==> src/rtl/assert_macros.svh <==
// Assertion macros used by the top-level RTL file.
`ifndef ASSERT_MACROS_SVH
`define ASSERT_MACROS_SVH
// Same-cycle implication, disabled during reset.
`define ASSERT_IMP(label, clk, rst_n, ante, cons) \
    label: assert property (@(posedge clk) disable iff (!rst_n) (ante) |-> (cons)) \
        else $error("assertion failed");
// Next-cycle implication, disabled during reset.
`define ASSERT_NXT(label, clk, rst_n, ante, cons) \
    label: assert property (@(posedge clk) disable iff (!rst_n) (ante) |=> (cons)) \
        else $error("assertion failed");
`endif

==> src/rtl/cfrrm_pkg.sv <==
// Package: constants, types and helpers of the regret-matching node update unit.
package cfrrm_pkg;

    localparam int ACTIONS    = 4;
    localparam int NODES      = 256;
    localparam int NODE_W     = $clog2(NODES);
    localparam int RT_W       = 40;
    localparam int PRED_W     = 32;
    localparam int Q_W        = 17;
    localparam int SHARE_W    = 60;
    localparam int POS_W      = RT_W;
    localparam int PSUM_W     = POS_W + $clog2(ACTIONS);
    localparam int SSUM_W     = SHARE_W + $clog2(ACTIONS);
    localparam int RATIO_W    = SSUM_W;
    localparam int REACH_W    = 17;
    localparam int ITER_W     = 16;
    localparam int WEIGHT_W   = 2 * ITER_W;
    localparam int SCALED_W   = 18;
    localparam int ADD_W      = SCALED_W + WEIGHT_W;
    localparam int DIV_STEPS  = 17;
    localparam int DCNT_W     = $clog2(DIV_STEPS);
    localparam int CFG_IDX_W  = 1;
    localparam int CFG_DATA_W = 2;
    localparam int CNT_W      = $clog2(ACTIONS + 1);

    localparam logic [Q_W-1:0] ONE_Q16 = Q_W'(65536);

    // floor(65536 / k) for k legal actions, k up to eight; entry 0 unused
    localparam int UNIFORM_Q16 [9] = '{0, 65536 / 1, 65536 / 2, 65536 / 3, 65536 / 4,
                                       65536 / 5, 65536 / 6, 65536 / 7, 65536 / 8};

    typedef enum logic [CFG_IDX_W-1:0] {
        CFG_VARIANT = 1'b0,
        CFG_WEIGHT  = 1'b1
    } cfg_index_t;

    localparam logic [1:0] VAR_VANILLA = 2'd0;
    localparam logic [1:0] VAR_PLUS    = 2'd1;
    localparam logic [1:0] VAR_PRED    = 2'd2;

    localparam logic [1:0] WGT_UNIFORM = 2'd0;
    localparam logic [1:0] WGT_LINEAR  = 2'd1;
    localparam logic [1:0] WGT_QUAD    = 2'd2;

    typedef struct packed {
        logic                      rd_en;
        logic                      wr_en;
        logic [NODE_W-1:0]         addr;
        logic                      fresh;
        logic [1:0]                variant;
        logic [REACH_W-1:0]        opp;
        logic [REACH_W-1:0]        own;
        logic [WEIGHT_W-1:0]       weight;
        logic [Q_W-1:0]            uniform;
        logic                      load_mul;
        logic                      load_acc;
        logic                      load_pos;
        logic                      div_first;
        logic                      div_step;
        logic [PSUM_W-1:0]         psum;
        logic [SSUM_W-1:0]         ssum;
    } lane_ctrl_t;

    typedef struct packed {
        logic signed [RT_W-1:0]   rt;
        logic signed [PRED_W-1:0] pred;
        logic [Q_W-1:0]           cur;
        logic [SHARE_W-1:0]       share;
    } node_entry_t;

    // floor(65536 / n), zero when no action is legal
    function automatic logic [Q_W-1:0] uniform_q16(input logic [CNT_W-1:0] n);
        logic [Q_W-1:0] u;
        u = '0;
        for (int k = 1; k <= ACTIONS; k++)
        begin
            if (n == CNT_W'(k))
                u = Q_W'(UNIFORM_Q16[k]);
        end
        return u;
    endfunction

endpackage

==> src/rtl/cfrrm_merge.sv <==
// Merge stage: sums positive regret bases over all lanes, strategy mass over the legal lanes.
module cfrrm_merge (
    input  logic [cfrrm_pkg::POS_W-1:0]    pos   [cfrrm_pkg::ACTIONS],
    input  logic [cfrrm_pkg::SHARE_W-1:0]  share [cfrrm_pkg::ACTIONS],
    input  logic [cfrrm_pkg::ACTIONS-1:0]  legal,
    output logic [cfrrm_pkg::PSUM_W-1:0]   psum,
    output logic [cfrrm_pkg::SSUM_W-1:0]   ssum
);
    import cfrrm_pkg::*;

    always_comb
    begin
        psum = '0;
        ssum = '0;
        for (int i = 0; i < ACTIONS; i++)
        begin
            psum = psum + PSUM_W'(pos[i]);
            if (legal[i])
                ssum = ssum + SSUM_W'(share[i]);
        end
    end
endmodule

==> config.mk <==
export PLATFORM = sky130hd
export DESIGN_NAME = cfrrm_merge
export DESIGN_NICKNAME = d
export VERILOG_FILES = /design/src/rtl/assert_macros.svh /design/src/rtl/cfrrm_pkg.sv /design/src/rtl/cfrrm_merge.sv
export SDC_FILE = /design/constraint.sdc
export NUM_CORES = 1
export LEC_CHECK = 0
export ABC_AREA = 1
export BUFFER_PORTS_ARGS = -buffer_cell sky130_fd_sc_hd__buf_2
export CAP_MARGIN = 5
export CORE_UTILIZATION = 40
export DETAILED_ROUTE_END_ITERATION = 7
export SLEW_MARGIN = 30
export SYNTH_ARGS = -nofsm -noshare
export SYNTH_HDL_FRONTEND = slang
export SYNTH_SLANG_ARGS = --single-unit
==> constraint.sdc <==
create_clock -name vclk -period 15.84
set_clock_uncertainty 0.1 [all_clocks]
set_input_delay 0.792 -clock vclk [all_inputs]
set_output_delay 0.792 -clock vclk [all_outputs]
set_load 0.1 [all_outputs]
-- After elaboration in Yosys (flattened, before gate mapping)
Cells that the tools add are included.
- bits in registers: 0
- latch bits: 0
- RAM bits: 0
- bits in read-only memories: 0
- bits of input ports: 404
- output and inout port bits: 104
- word-level logic and storage cells: 10
- memories kept: 0
- $add $sub $neg: 6
- $mul: 0
- div/mod/pow operators: 0
- $lt $le $gt $ge: 0
- equal/unequal tests: 0
- shifts and indexed selects: 0
- muxes and demuxes: 4
- bitwise operators: 0
- reduce and logical (&&, ||, !) cells: 0
- operator list (operator ; count):
    adder 62 x 60 -> 62 bit ; 3
    two-way mux 62 bit ; 3
    two-way mux 60 bit ; 1
    adder 41 x 40 -> 42 bit ; 1
    adder 42 x 40 -> 42 bit ; 1
    adder 40 x 40 -> 41 bit ; 1

-- Longest topological paths before layout
- depth in word-level cells: 7
- mapped depth: 52
- depth with buffers taken out: 48

-- Worst setup path before layout
Ideal clock, no wire load.
- path kind: input -> output
- from: input port legal[0] (netlist name)
- to: output port ssum[35] (netlist name)
- arrival time: 8153 ps
- data required time: 14948 ps
- path slack: 6795 ps
- cell stages on the path: 42
- path buffers: 4
- cell sequence: buf_6 -> buf_6 -> clkbuf_1 -> buf_1 -> nand2_1 -> inv_1 -> ha_1 -> fa_1 -> inv_1 -> nor2_1 -> nand2_1 -> nand2_1 -> nand2_1 -> nand2_1 -> nand2_1 -> nand2_1 -> nand2_1 -> nand2_1 -> [... 6 more ...] -> inv_1 -> nor2_1 -> and3_1 -> nand2_1 -> nand2_1 -> xnor2_1 -> nand2_1 -> and2_2 -> ha_1 -> nand2_1 -> nor2_1 -> inv_1 -> nor2_1 -> nand3_1 -> o21ai_0 -> a21boi_0 -> xor2_1 -> o21ai_0
- cells in the longest elaborated chain, start to end: 7
- RTL lines (item ; line ; source):
    start: declaration ; cfrrm_merge.sv:5 ; input logic [cfrrm_pkg::ACTIONS-1:0] legal,
    two-way mux 60 bit (*) ; cfrrm_merge.sv:18 ; if (legal[i])
    adder 62 x 60 -> 62 bit ; cfrrm_merge.sv:19 ; ssum = ssum + SSUM_W'(share[i]);
    two-way mux 62 bit (*) ; cfrrm_merge.sv:18 ;
    adder 62 x 60 -> 62 bit ; cfrrm_merge.sv:19 ;
    two-way mux 62 bit (*) ; cfrrm_merge.sv:18 ;
    adder 62 x 60 -> 62 bit ; cfrrm_merge.sv:19 ;
    two-way mux 62 bit (*) ; cfrrm_merge.sv:18 ;
    end: declaration ; cfrrm_merge.sv:7 ; output logic [cfrrm_pkg::SSUM_W-1:0] ssum
Every way passes the cells marked *; elsewhere a longest branch is shown, timed or not.

-- Final worst setup path
- from: input port legal[0] (netlist name)
- to: output port ssum[43] (netlist name)
The elaborated chain is that of the path after synthesis.

==> flow_metrics.py <==
metrics = {
    "outcome": {
        "status": "finished clean",
    },
    "sta": {
        "setup_viol": 0,
        "finalCritPeriodShare_pct": 62.9,
        "fin_crit_ns": 9.96,
        "final-hold-violation-count": 0,
        "clock.fmax_ghz": 0.100,
        "timing.hold.ws_ns": 2.05,
        "grt_setup_unrepaired": "false",
        "slew_viol_final": 0,
        "tightest_slew_ns": 0.990,
        "relSlewSlack_pct": 33.3,
        "finalSetupTns_ns": 0,
    },
    "yosys": {
        "synth.avg_cell_area_um2": 5.52,
        "syn_area_mm2": 0.0200,
        "syn_inst": 3620,
        "ys_warn_count": 0,
        "syn_nets": 4325,
        "ys_seq_area_share_pct": 0,
        "synth_cell_types": 56,
    },
    "detailed_routing": {
        "wl_um": 96600,
        "final_antenna_net_count": 0,
        "vias": 25904,
        "wl_per_cell_um": 20.3,
        "drcViolationCount": 0,
        "first_pass_iters": 6,
        "viasPerCell": 5.45,
        "drtIter0Drc": 2263,
    },
    "critical_path": {
        "startpoint_type": "primary input",
        "crit_top_cell": "nand2_1",
        "cp_slowest_cell": "o21ai_0",
        "critPathMaxStageDelay_ns": 0.76,
        "worstPathRequired_ns": 14.95,
        "arrival_ns": 9.07,
        "critPathMaxFanout": 72,
        "worstSetupPathType": "in -> out",
        "end_kind": "output pin",
    },
    "floorplanning": {
        "ios": 508,
        "die_y_um": 226,
        "dieArea_mm2": 0.0509,
        "die_x_um": 226,
        "rows": 81,
        "core_region_area_mm2": 0.0492,
        "start_util_pct": 40.7,
    },
    "hold_path": {
        "hold_class": "in -> out",
    },
    "layout": {
        "seqCellArea_um2": 0,
        "nFillCells": 5760,
        "clockBufferCount": 0,
        "final_common_cell": "nand2_1",
        "fin_nets": 4796,
        "area_delta_synth_final_pct": 16.1,
        "mostFrequentLayoutCells": "nand2_1, inv_1, buf_2",
        "seq_cell_count": 0,
        "drive_above_1_share_pct": 15.4,
    },
    "global_route": {
        "track_usage_pct": 36.7,
        "grt_first_pass_wirelength_um": 141000,
        "antenna_found_initial": 4,
        "grt_pass1_vias": 24365,
        "grt_remaining_overflow": 0,
        "grt_max_degree": 83,
    },
    "power_and_ir_drop": {
        "p_leak_uw": 0.0124,
        "ir_drop_mv": 0.263,
        "powerDensity_mw_per_mm2": 125,
    },
    "run": {
        "drv_cap": 0,
    },
    "placement": {
        "dp.final_hpwl_um": 86400,
        "routabilityCongestion": 1.05,
        "port_buffers": 508,
    },
    "cts": {
        "postCtsHoldBufs": 0,
        "post_cts_resized": 0,
        "cts_setup_buffers": 0,
    },
}
==> final timing paths <==
path	from	cells past startpoint	slack (ns)	end
max	legal[0]	42	5.88	ssum[43]
min	pos[120]	3	2.05	psum[0]
==> kinds of logic (layout without fill, tap and decap cells) <==
family,after synthesis,count (layout),synth area share (%)
other,0,3,0
xor gates and xnor gates,140,140,6.13
adders and majority gates,301,301,22.0
AOI/OAI and AO/OA,728,728,20.8
and+or+nand+nor,1867,1867,39.9
buffers and inverters,584,1053,11.2
==> area by class of cell <==
type | count | area [um2] | area share (%)
diodes | 3 | 7.51 | 0.0323
inverters | 537 | 2020 | 8.68
multi-input cells | 3036 | 17800 | 76.5
well taps | 664 | 831 | 3.58
repair buffers | 516 | 2600 | 11.2
==> per-layer routing <==
| metal | vias up | GRT usage, % | wire length [um] |
|---|---|---|---|
| li1 | 12805 | - | - |
| met5 | - | 0 | 8 |
| met3 | 164 | 3.98 | 7630 |
| met1 | 11754 | 45.9 | 39800 |
| met2 | 1179 | 64.3 | 44900 |
| met4 | 2 | 13.8 | 4350 |
==> worst max-delay path: cells and delay by family <==
| kind | cells | cell delay, ns |
|---|---|---|
| XOR/XNOR | 2 | 0.40 |
| adder cells (fa/ha/maj) | 3 | 1.14 |
| buffers and inverters | 8 | 1.55 |
| AO/OA/AOI/OAI | 7 | 2.45 |
| AND/OR/NAND/NOR | 22 | 2.68 |
==> cell usage after synthesis (6+ instances only) <==
master	n	area [um2]
xor2_1	73	639
nand3_1	285	1430
a21oi_1	272	1360
xnor2_1	67	587
nor3_1	44	220
o211ai_1	17	128
o21ai_0	207	1040
o21ai_1	34	170
nand3_2	11	110
a21oi_2	8	70.1
nor2_2	7	43.8
fa_1	83	1660
a21o_1	47	353
ha_1	218	2730
nand4_1	36	225
o21bai_1	39	293
a21boi_0	9	67.6
inv_2	8	30.0
or2_2	18	113
nor4_1	9	56.3
buf_2	6	30.0
o21ai_2	10	87.6
and2_1	33	206
nand2_2	28	175
nand2_1	964	3620
o21a_1	18	135
clkbuf_1	29	109
buf_1	9	33.8
nor2_1	404	1520
inv_1	526	1970
a31oi_1	47	294
==> metrics by stage <==
step	cells	utilization, %	setup slack, ns	area, um2	total power (uW)
floorplan	3620	-	6.80	20000	2210
global route	4756	47.2	5.30	23200	3070
detailed placement	4753	47.2	6.20	23200	2860
global placement	4753	47.2	6.28	23200	2870
finish	4756	47.2	5.88	23200	2890
CTS	4753	47.2	6.17	23200	2870
==> power by group <==
group	switching, uW	internal [uW]	leakage, uW
clock	0	0.0000254	0.0000000190
sequential	0	0	0
combinational	2230	662	0.0124
(Power assumes the default switching activity.)
